File: src/hdl/md5ds_pkg.sv
// Package for the streaming MD5 digest block: sequencer states, initial
// chaining words and the per-round tables (constants, rotations, word order).
// No dependencies.
`default_nettype none

package md5ds_pkg;

    // Initial chaining words
    localparam logic [31:0] IV0 = 32'h67452301;
    localparam logic [31:0] IV1 = 32'hEFCDAB89;
    localparam logic [31:0] IV2 = 32'h98BADCFE;
    localparam logic [31:0] IV3 = 32'h10325476;

    localparam logic [7:0] PAD_MARK = 8'h80;
    // First byte position of the length field; the marker must lie before it
    localparam logic [5:0] LEN_POS = 6'd56;

    typedef enum logic [2:0] {
        ST_IDLE,
        ST_PAD,
        ST_RND0,
        ST_RND1,
        ST_FIN,
        ST_OUT
    } t_state;

    // Additive round constant
    function automatic logic [31:0] md5_k(input logic [5:0] i);
        logic [31:0] k;
        case (i)
            6'd0:  k = 32'hd76aa478;
            6'd1:  k = 32'he8c7b756;
            6'd2:  k = 32'h242070db;
            6'd3:  k = 32'hc1bdceee;
            6'd4:  k = 32'hf57c0faf;
            6'd5:  k = 32'h4787c62a;
            6'd6:  k = 32'ha8304613;
            6'd7:  k = 32'hfd469501;
            6'd8:  k = 32'h698098d8;
            6'd9:  k = 32'h8b44f7af;
            6'd10: k = 32'hffff5bb1;
            6'd11: k = 32'h895cd7be;
            6'd12: k = 32'h6b901122;
            6'd13: k = 32'hfd987193;
            6'd14: k = 32'ha679438e;
            6'd15: k = 32'h49b40821;
            6'd16: k = 32'hf61e2562;
            6'd17: k = 32'hc040b340;
            6'd18: k = 32'h265e5a51;
            6'd19: k = 32'he9b6c7aa;
            6'd20: k = 32'hd62f105d;
            6'd21: k = 32'h02441453;
            6'd22: k = 32'hd8a1e681;
            6'd23: k = 32'he7d3fbc8;
            6'd24: k = 32'h21e1cde6;
            6'd25: k = 32'hc33707d6;
            6'd26: k = 32'hf4d50d87;
            6'd27: k = 32'h455a14ed;
            6'd28: k = 32'ha9e3e905;
            6'd29: k = 32'hfcefa3f8;
            6'd30: k = 32'h676f02d9;
            6'd31: k = 32'h8d2a4c8a;
            6'd32: k = 32'hfffa3942;
            6'd33: k = 32'h8771f681;
            6'd34: k = 32'h6d9d6122;
            6'd35: k = 32'hfde5380c;
            6'd36: k = 32'ha4beea44;
            6'd37: k = 32'h4bdecfa9;
            6'd38: k = 32'hf6bb4b60;
            6'd39: k = 32'hbebfbc70;
            6'd40: k = 32'h289b7ec6;
            6'd41: k = 32'heaa127fa;
            6'd42: k = 32'hd4ef3085;
            6'd43: k = 32'h04881d05;
            6'd44: k = 32'hd9d4d039;
            6'd45: k = 32'he6db99e5;
            6'd46: k = 32'h1fa27cf8;
            6'd47: k = 32'hc4ac5665;
            6'd48: k = 32'hf4292244;
            6'd49: k = 32'h432aff97;
            6'd50: k = 32'hab9423a7;
            6'd51: k = 32'hfc93a039;
            6'd52: k = 32'h655b59c3;
            6'd53: k = 32'h8f0ccc92;
            6'd54: k = 32'hffeff47d;
            6'd55: k = 32'h85845dd1;
            6'd56: k = 32'h6fa87e4f;
            6'd57: k = 32'hfe2ce6e0;
            6'd58: k = 32'ha3014314;
            6'd59: k = 32'h4e0811a1;
            6'd60: k = 32'hf7537e82;
            6'd61: k = 32'hbd3af235;
            6'd62: k = 32'h2ad7d2bb;
            6'd63: k = 32'heb86d391;
            default: k = 32'h0;
        endcase
        return k;
    endfunction

    // Left rotation amount, by round group and position within the group of four
    function automatic logic [4:0] md5_s(input logic [5:0] i);
        logic [4:0] s;
        case ({i[5:4], i[1:0]})
            4'd0:  s = 5'd7;
            4'd1:  s = 5'd12;
            4'd2:  s = 5'd17;
            4'd3:  s = 5'd22;
            4'd4:  s = 5'd5;
            4'd5:  s = 5'd9;
            4'd6:  s = 5'd14;
            4'd7:  s = 5'd20;
            4'd8:  s = 5'd4;
            4'd9:  s = 5'd11;
            4'd10: s = 5'd16;
            4'd11: s = 5'd23;
            4'd12: s = 5'd6;
            4'd13: s = 5'd10;
            4'd14: s = 5'd15;
            4'd15: s = 5'd21;
            default: s = 5'd0;
        endcase
        return s;
    endfunction

    // Message word used by round i
    function automatic logic [3:0] md5_g(input logic [5:0] i);
        logic [3:0] j;
        logic [3:0] g;
        j = i[3:0];
        case (i[5:4])
            2'd0:    g = j;
            2'd1:    g = 4'(j * 4'd5 + 4'd1);
            2'd2:    g = 4'(j * 4'd3 + 4'd5);
            2'd3:    g = 4'(j * 4'd7);
            default: g = j;
        endcase
        return g;
    endfunction

    // Round boolean function
    function automatic logic [31:0] md5_f(input logic [1:0] rnd, input logic [31:0] b,
                                          input logic [31:0] c, input logic [31:0] d);
        logic [31:0] f;
        case (rnd)
            2'd0:    f = (b & c) | (~b & d);
            2'd1:    f = (b & d) | (c & ~d);
            2'd2:    f = b ^ c ^ d;
            2'd3:    f = c ^ (b | ~d);
            default: f = 32'h0;
        endcase
        return f;
    endfunction

    // 32-bit left rotate by a variable amount
    function automatic logic [31:0] rotl32(input logic [31:0] v, input logic [4:0] s);
        logic [63:0] dbl;
        dbl = {v, v} << s;
        return dbl[63:32];
    endfunction

endpackage

`default_nettype wire

File: src/hdl/md5_digest_stream.sv
// Streaming MD5 digest: byte input stream, four-word digest output stream.
// Completing a 64-byte block runs a compression (one shared round unit, each of
// the 64 rounds in ST_RND0 then ST_RND1, plus the final add). A last transaction
// adds padding to the end of each padded block, one or two compressions, then
// four output transactions. Not ready meanwhile.
// Synchronous active-low reset loads the initial chaining words, clears counters.
`default_nettype none

module md5_digest_stream (
    input  logic        i_clk,
    input  logic        i_rst_n,
    // Byte input stream
    input  logic        s_axis_tvalid,
    output logic        s_axis_tready,
    input  logic [7:0]  s_axis_tdata,   // [7:0] data_byte
    input  logic        s_axis_tuser,   // [0] has_byte
    input  logic        s_axis_tlast,   // last_byte
    // Digest output stream
    output logic        m_axis_tvalid,
    input  logic        m_axis_tready,
    output logic [31:0] m_axis_tdata,   // [31:0] digest_word
    output logic [1:0]  m_axis_tuser,   // [1:0] word_index
    output logic        m_axis_tlast    // last_word
);
    import md5ds_pkg::*;

    // Control registers
    t_state      r_state, n_state;
    logic [31:0] r_chain [4];
    logic [31:0] n_chain [4];
    logic [63:0] r_bit_count, n_bit_count;
    logic [5:0]  r_fill, n_fill;
    logic [5:0]  r_pad_pos, n_pad_pos;
    logic        r_mark, n_mark;
    logic        r_final_blk, n_final_blk;
    logic        r_in_pad, n_in_pad;
    logic        r_msg_last, n_msg_last;
    logic [5:0]  r_round, n_round;
    logic [1:0]  r_out_idx, n_out_idx;

    // Round datapath registers
    logic [31:0] r_a, r_b, r_c, r_d;
    logic [31:0] n_a, n_b, n_c, n_d;
    logic [31:0] r_sum, n_sum;
    logic [31:0] r_rdata;

    // Block buffer: sixteen little-endian words, byte-wide writes
    logic [31:0] r_mem [16];
    logic        mem_we;
    logic [5:0]  mem_pos;
    logic [7:0]  mem_byte;

    logic        in_acc;
    logic [5:0]  fill_next;
    logic [31:0] rot_val;

    assign in_acc    = s_axis_tvalid && s_axis_tready;
    assign fill_next = r_fill + 6'(s_axis_tuser);
    assign rot_val   = rotl32(r_sum + r_rdata, md5_s(r_round));

    assign s_axis_tready = (r_state == ST_IDLE);
    assign m_axis_tvalid = (r_state == ST_OUT);
    assign m_axis_tdata  = r_chain[r_out_idx];
    assign m_axis_tuser  = r_out_idx;
    assign m_axis_tlast  = (r_out_idx == 2'd3);

    // Sequencer: next state, next register values, buffer write port
    always_comb begin
        n_state     = r_state;
        n_chain     = r_chain;
        n_bit_count = r_bit_count;
        n_fill      = r_fill;
        n_pad_pos   = r_pad_pos;
        n_mark      = r_mark;
        n_final_blk = r_final_blk;
        n_in_pad    = r_in_pad;
        n_msg_last  = r_msg_last;
        n_round     = r_round;
        n_out_idx   = r_out_idx;
        n_a         = r_a;
        n_b         = r_b;
        n_c         = r_c;
        n_d         = r_d;
        n_sum       = r_sum;
        mem_we      = 1'b0;
        mem_pos     = r_pad_pos;
        mem_byte    = 8'h00;

        case (r_state)
            ST_IDLE: begin
                if (in_acc) begin
                    if (s_axis_tuser) begin
                        mem_we      = 1'b1;
                        mem_pos     = r_fill;
                        mem_byte    = s_axis_tdata;
                        n_fill      = fill_next;
                        n_bit_count = r_bit_count + 64'd8;
                    end
                    if (s_axis_tuser && r_fill == 6'd63) begin
                        // block full: compress, padding follows if last
                        n_msg_last = s_axis_tlast;
                        n_in_pad   = 1'b0;
                        n_a        = r_chain[0];
                        n_b        = r_chain[1];
                        n_c        = r_chain[2];
                        n_d        = r_chain[3];
                        n_round    = 6'd0;
                        n_state    = ST_RND0;
                    end else if (s_axis_tlast) begin
                        n_pad_pos   = fill_next;
                        n_mark      = 1'b1;
                        n_final_blk = (fill_next < LEN_POS);
                        n_in_pad    = 1'b1;
                        n_state     = ST_PAD;
                    end
                end
            end

            ST_PAD: begin
                // one padding byte a cycle: marker, zeros, then the length
                mem_we  = 1'b1;
                mem_pos = r_pad_pos;
                if (r_mark) begin
                    mem_byte = PAD_MARK;
                end else if (r_final_blk && r_pad_pos >= LEN_POS) begin
                    mem_byte = r_bit_count[{r_pad_pos[2:0], 3'b000} +: 8];
                end else begin
                    mem_byte = 8'h00;
                end
                n_mark    = 1'b0;
                n_pad_pos = r_pad_pos + 6'd1;
                if (r_pad_pos == 6'd63) begin
                    n_a     = r_chain[0];
                    n_b     = r_chain[1];
                    n_c     = r_chain[2];
                    n_d     = r_chain[3];
                    n_round = 6'd0;
                    n_state = ST_RND0;
                end
            end

            ST_RND0: begin
                // first half of a round; message word is fetched meanwhile
                n_sum   = r_a + md5_f(r_round[5:4], r_b, r_c, r_d) + md5_k(r_round);
                n_state = ST_RND1;
            end

            ST_RND1: begin
                n_b     = r_b + rot_val;
                n_a     = r_d;
                n_d     = r_c;
                n_c     = r_b;
                n_round = r_round + 6'd1;
                n_state = (r_round == 6'd63) ? ST_FIN : ST_RND0;
            end

            ST_FIN: begin
                n_chain[0] = r_chain[0] + r_a;
                n_chain[1] = r_chain[1] + r_b;
                n_chain[2] = r_chain[2] + r_c;
                n_chain[3] = r_chain[3] + r_d;
                if (r_in_pad) begin
                    if (r_final_blk) begin
                        n_out_idx = 2'd0;
                        n_state   = ST_OUT;
                    end else begin
                        // marker went in the first block; length goes in this one
                        n_pad_pos   = 6'd0;
                        n_mark      = 1'b0;
                        n_final_blk = 1'b1;
                        n_state     = ST_PAD;
                    end
                end else if (r_msg_last) begin
                    n_pad_pos   = 6'd0;
                    n_mark      = 1'b1;
                    n_final_blk = 1'b1;
                    n_in_pad    = 1'b1;
                    n_state     = ST_PAD;
                end else begin
                    n_state = ST_IDLE;
                end
            end

            ST_OUT: begin
                if (m_axis_tready) begin
                    n_out_idx = r_out_idx + 2'd1;
                    if (r_out_idx == 2'd3) begin
                        // digest delivered: start a new message
                        n_chain[0]  = IV0;
                        n_chain[1]  = IV1;
                        n_chain[2]  = IV2;
                        n_chain[3]  = IV3;
                        n_bit_count = 64'd0;
                        n_fill      = 6'd0;
                        n_state     = ST_IDLE;
                    end
                end
            end

            default: begin
                n_state = ST_IDLE;
            end
        endcase
    end

    // State register
    always_ff @(posedge i_clk) begin
        if (!i_rst_n) begin
            r_state <= ST_IDLE;
        end else begin
            r_state <= n_state;
        end
    end

    // Control registers
    always_ff @(posedge i_clk) begin
        if (!i_rst_n) begin
            r_chain[0]  <= IV0;
            r_chain[1]  <= IV1;
            r_chain[2]  <= IV2;
            r_chain[3]  <= IV3;
            r_bit_count <= 64'd0;
            r_fill      <= 6'd0;
            r_pad_pos   <= 6'd0;
            r_mark      <= 1'b0;
            r_final_blk <= 1'b0;
            r_in_pad    <= 1'b0;
            r_msg_last  <= 1'b0;
            r_round     <= 6'd0;
            r_out_idx   <= 2'd0;
        end else begin
            r_chain     <= n_chain;
            r_bit_count <= n_bit_count;
            r_fill      <= n_fill;
            r_pad_pos   <= n_pad_pos;
            r_mark      <= n_mark;
            r_final_blk <= n_final_blk;
            r_in_pad    <= n_in_pad;
            r_msg_last  <= n_msg_last;
            r_round     <= n_round;
            r_out_idx   <= n_out_idx;
        end
    end

    // Round working registers
    always_ff @(posedge i_clk) begin
        r_a   <= n_a;
        r_b   <= n_b;
        r_c   <= n_c;
        r_d   <= n_d;
        r_sum <= n_sum;
    end

    // Block buffer: byte write, registered word read for the round unit
    always_ff @(posedge i_clk) begin
        if (mem_we) begin
            r_mem[mem_pos[5:2]][{mem_pos[1:0], 3'b000} +: 8] <= mem_byte;
        end
        if (r_state == ST_RND0) begin
            r_rdata <= r_mem[md5_g(r_round)];
        end
    end

endmodule

`default_nettype wire

File: config.mk
export PLATFORM = sky130hd
export DESIGN_NAME = md5_digest_stream
export DESIGN_NICKNAME = d
export VERILOG_FILES = /design/src/hdl/md5ds_pkg.sv /design/src/hdl/md5_digest_stream.sv
export SDC_FILE = /design/constraint.sdc
export NUM_CORES = 2
export LEC_CHECK = 0
export BUFFER_PORTS_ARGS = -buffer_cell sky130_fd_sc_hd__buf_2
export CORE_ASPECT_RATIO = 2
export CORE_MARGIN = 10
export CORE_UTILIZATION = 52
export CTS_CLUSTER_SIZE = 14
export DETAILED_ROUTE_END_ITERATION = 7
export PLACE_DENSITY_LB_ADDON = 0.3
export SYNTH_ARGS = -nofsm -noshare
export SYNTH_HDL_FRONTEND = slang
export SYNTH_SLANG_ARGS = --single-unit
File: constraint.sdc
create_clock -name i_clk -period 9.1 [get_ports i_clk]
set_clock_uncertainty 0.2 [all_clocks]
set_input_delay 0.91 -clock i_clk [delete_from_list [all_inputs] [get_ports i_clk]]
set_output_delay 0.91 -clock i_clk [all_outputs]
set_load 0.01 [all_outputs]
Yosys cells after proc, flatten, opt, wreduce, memory -nomap -nowiden

Memory sizes are Yosys's and may differ from the RTL's. A register that Yosys moved wholly into a read port is not among the register bits.
Index checks and enable logic that the tools add are counted.

$add $sub $neg: 16
Multiply operators: 3
Order comparisons: 3
Equal/unequal tests: 25
Shift operators: 4
Multiplexer cells: 97
Bitwise gates (word level): 13
Reductions and logical operators: 19

Operators with widths:

| kind                                                                   | number |
|---|---|
| 32-bit 2-to-1 mux                                                      | 17 |
| 32-bit case mux with 3 select lines                                    | 4 |
| 32-bit adder                                                           | 8 |
| 128-bit 2-to-1 mux                                                     | 2 |
| 64-bit 2-to-1 mux                                                      | 4 |
| 128-bit case mux with 2 select lines                                   | 1 |
| 32-bit AND                                                             | 4 |
| 32-bit case mux with 4 select lines                                    | 1 |
| 64-bit case mux with 2 select lines                                    | 1 |
| 6-bit 2-to-1 mux                                                       | 18 |
| 32-bit OR                                                              | 3 |
| 32-bit bitwise XOR                                                     | 3 |
| 64-bit by 4-bit adder with 64-bit output, second input constant        | 1 |
| 32-bit binary-select mux with 2-bit select                             | 1 |
| 32-bit NOT                                                             | 2 |
| 64-bit by 7-bit variable part select with 8-bit output                 | 1 |
| 64-bit by 5-bit << shifter with 64-bit output                          | 1 |
| 6-bit case mux with 3 select lines                                     | 2 |
| 8-bit 2-to-1 mux                                                       | 4 |
| 8-bit by 7-bit variable shift with 32-bit output, first input constant | 1 |
| 8-bit by 7-bit variable part select with 32-bit output                 | 1 |
| 3-bit 2-to-1 mux                                                       | 9 |
| 6-bit equality test, second input constant                             | 3 |
| 1-bit 2-to-1 mux                                                       | 18 |
| 39 further kinds                                                       | 70 |

Register bits: 379
Memory bits (writable): 512
Bits in read-only memories: 2128
Input port bits: 14
Output and inout port bits: 37
Memories: 3

Memories:

| memory          | words | bits a word | rd ports | clocked after Yosys merged registers in | wr ports | line                    | text |
|---|---|---|---|---|---|---|---|
| (no name shown) | 64    | 32          | 1        | 1                                       | 0        | md5ds_pkg.sv:30         | `case (i)` |
| r_mem           | 16    | 32          | 1        | 1                                       | 1        | md5_digest_stream.sv:48 | `logic [31:0] r_mem [16];` |
| (no name shown) | 16    | 5           | 1        | 1                                       | 0        | md5ds_pkg.sv:103        | `case ({i[5:4], i[1:0]})` |

Longest topological paths before layout

Depth in word-level cells: 7
Gate-level depth with buffers: 31
Mapped depth without buffers: 31

Worst setup path after synthesis

No wires, ideal clock.

Path kind: reg2reg
Start: register r_sum[0]
End: register r_b[30], data pin
Arrival: 5869 ps
Setup slack: 2773 ps
Cell stages (with the launch flop): 30
Path through: edfxtp_1 > ha_1 > inv_1 > fa_1 > nor2b_4 > o31a_1 > o311ai_4 > a21bo_4 > o31ai_4 > a31oi_4 > xnor2_1 > mux2i_1 > mux2i_1 > a22o_1 > mux2_2 > mux2_2 > fa_1 > a21o_1 > a21oi_1 > o211a_1 > o31ai_1 > a21o_1 > nor3_1 > o31ai_2 > nand2_1 > o31ai_1 > or4_1 > a31oi_1 > xor2_1 > o21ai_1

Cells in the longest elaborated chain, start to end: 4

RTL lines:

| element                                       | line                     | text |
|---|---|---|
| start: declaration                            | md5_digest_stream.sv:44  | `logic [31:0] r_sum, n_sum;` |
| start signal: assignment                      | md5_digest_stream.sv:251 | `r_sum <= n_sum;` |
| 32-bit adder                                  | md5_digest_stream.sv:59  | `assign rot_val = rotl32(r_sum + r_rdata, md5_s(r_round));` |
| 64-bit by 5-bit << shifter with 64-bit output | md5ds_pkg.sv:157         | `dbl = {v, v} << s;` |
| 32-bit adder                                  | md5_digest_stream.sv:149 | `n_b = r_b + rot_val;` |
| 32-bit case mux with 3 select lines           | md5_digest_stream.sv:89  | `case (r_state)` |
| via n_b[30]                                   | md5_digest_stream.sv:43  | `logic [31:0] n_a, n_b, n_c, n_d;` |
| end signal: assignment                        | md5_digest_stream.sv:248 | `r_b <= n_b;` |
| end: declaration                              | md5_digest_stream.sv:42  | `logic [31:0] r_a, r_b, r_c, r_d;` |

The timed path passes the listed nets, and every way through them passes these cells.
A chain may end at the register's enable or synchronous reset.

Worst setup path in the final report

Start: register r_sum[0]
End: register r_b[31], data pin

The elaborated chain is that of the path after synthesis.

==> results.md <==
- Status: complete, no violations
- Design area: approximately 61000 um^2
- Yosys Warn Count: 0
- Buf/Inv on CP: 1
- Clock Sinks: ~960
- Placer Congestion: 1.04
- Fin crit period: 7.32 ns
- Yosys top cell area share: between 30% and 40%
- Top_reg_cell synth: edfxtp_1
- Crit Path Class: flop to flop
- Area Overhead vs Synth: 7.86%
- Leading area contributor after synthesis: edfxtp_1
- Iter 0 DRT Violations: between 3000 and 4000
- Synth cell types: around 110
- Initial antenna violation count: 8
- Maximum clock frequency: roughly 0.14 GHz
- Vias per cell: 6.36
- Die Wd: 253 um
- Slew Limit Fails: 0
- Nets: 5632
- Syn_nets: 5690
- DRC violations left: 0
- Via count of the first global-routing pass: 43300
- WL/cell: 26.4 um
- WP depth: 29
- CP Max Fanout: 3
- Maximum Capacitance Violations: 0
- Multi-input gate area: 28300 um^2
- CP top delay family: compound AO/OA/AOI/OAI gates
- Ys async rst share: 0%
- Dpl hpwl: 132 mm
- Post-Syn Area: 56400 um^2
- All-Layer GR Usage: 28.7%
- Cell Rows: 170
- FF-to-FF path depth: 29
- Synth top area cells: edfxtp_1, dfxtp_1, mux4_2, ha_1, nand2_1
- Unrepaired setup endpoints after global routing: false
- Post-CTS setup repair buffer count: 0
- Post-CTS sizing: 0
- Initial Utilization: 52.4%
- Hold Crit Depth: 2
- Io pins: between 50 and 60
- Required time worst endpoint: 9.45 ns
- CP max stage delay: 0.47 ns
- Power Density: 163 nW/um^2
- Crit path arrival time: 7.68 ns
- Relative slew slack: 19.1%
- Core Util, Final: 56.6%
- Post-synth EDFFs: 704
- Clock Latency Late Sink: about 0.73 ns
- Top cells by count, synth: edfxtp_1, nand2_1, nor2_1
- Hold-fix buffers, CTS: 0
- Most common cell on crit path: a21o_1
- Worst hold margin: 0.282 ns
- Number of fill cells in the layout: about 9000
- DR pass1 iterations: 8
- Setup violations, final: 0
- Core Box Area: between 100000 and 150000 um^2
- TNS Setup: 0 ns
- Power Total: 9940 uW
- Placed cell areas: 58000 um^2
- CTS HTree Levels: 3
- CTS root buf: clkbuf_16
- Post-synthesis sequential area ratio: a little under half
- Worst path slowest cell: o41ai_2
- Fin. Hold Viols: 0
- IO buf count: 50
- Antenna Violating Nets Remaining: 0
- Count leader, synth: edfxtp_1
- Total number of vias: 42800
- Synthesis-stage register bit count: 957
- Total CTS buffers: 89
- CTS tree: built
- Mapped Cells: 5352
- Syn avg cell area: 10.5 um^2
- Grt ovf: 0
- Period utilisation layout: 80.5%
- Leak Pwr: around 0.022 uW
- Worst-margin pin slew: 1.21 ns
- Die ar.: 123000 um^2
- First-pass GRT wire length: approximately 260 mm
- Final WL: 178 mm
- Layout cell share with drive strength beyond 1: between 10% and 20%
- Max IR drop VDD: approximately 170 uV
- Clock Tree Buf Depth: 3
- Die height: approximately 500 um
- Clock-pin slew on the worst setup and hold paths: 0.07 ns
- FF/Latch Area: 26200 um^2
- Largest net degree at the start of global routing: 97
- Critical Path End Type: flop
- Startpoint types: flop
- Min-delay worst type: flop to flop
power by group:
group          total, uW  switching (uW)  internal [uW]
combinational       1340             863            480
clock               3780            1740           2030
sequential          4820            70.3           4750
through the flow:
stage,setup slack (ns),cells
floorplan,2.77,5352
global placement,1.86,6579
detailed placement,1.89,6579
CTS,1.85,6739
global route,1.36,6740
finish,1.78,6740
layer usage:
layer  vias to the layer above  wire [um]  track usage, %
li1                      19600          -               -
met1                     20900      55900            26.9
met2                      1694      94200            52.7
met3                       686       9930            4.47
met4                        12      17900            25.4
met5                         -         83               0
layout make-up:
type / instances / share of cell area, %
multi-input cells: 3890 / 46.5
flip-flops and latches: 957 / 43.1
clock buffers: 127 / 4.06
well taps: 1376 / 2.83
inverters: 232 / 1.44
repair buffers: 124 / 1.39
clock inverters: 33 / 0.668
diodes: 1 / 0.00411
worst paths after layout:
path | slack, ns | startpoint | to
min reg2reg | 0.28 | r_mark | r_mark
max | 1.78 | r_sum[0] | r_b[31]
max reg2reg | 1.78 | r_sum[0] | r_b[31]
min | 0.28 | r_mark | r_mark
placed cells by master, fill, tap and decap left out, drive strengths merged, types with 56 or more instances in the layout:
cell,Yosys,final
a21oi,349,349
ha,284,284
xor2,109,109
nand2,667,667
a22oi,114,114
o22ai,60,60
edfxtp,704,704
a211oi,64,64
a21o,87,87
dfxtp,253,253
mux4,181,181
buf,94,124
nand2b,56,56
o21ai,349,349
mux2i,125,125
xnor2,188,188
nand3,109,109
clkbuf,179,127
nor2b,59,59
nor3,58,58
nor2,499,499
inv,229,235
tightest hold or removal path: cells and delay by family, from the launching register on:
kind	cells	cell delay [ns]
flops	1	0.32
simple gates	1	0.06
compound gates	1	0.05
registers in the layout (all words and copies together), names as in the netlist, named ones only:
| name | count |
|---|---|
| r_bit_count | 61 |
| r_in_pad | 1 |
| r_final_blk | 1 |
| r_state | 3 |
| r_b | 32 |
| r_round | 6 |
| r_a | 32 |
| r_d | 32 |
| r_mark | 1 |
| r_msg_last | 1 |
| r_pad_pos | 6 |
| r_chain | 128 |
| r_c | 32 |
| r_sum | 32 |
| r_mem | 512 |
| r_rdata | 32 |
| m_axis_tuser | 2 |
| r_fill | 6 |
cell families after synthesis:
| group | Yosys count | share of synthesized area [%] |
|---|---|---|
| compound gates | 1320 | 15.0 |
| buf+inv | 505 | 3.55 |
| xor+xnor | 298 | 4.66 |
| fa+ha+maj | 324 | 7.72 |
| mux | 336 | 10.0 |
| simple gates | 1612 | 12.6 |
| flops | 957 | 46.4 |
(Power assumes the default switching activity.)
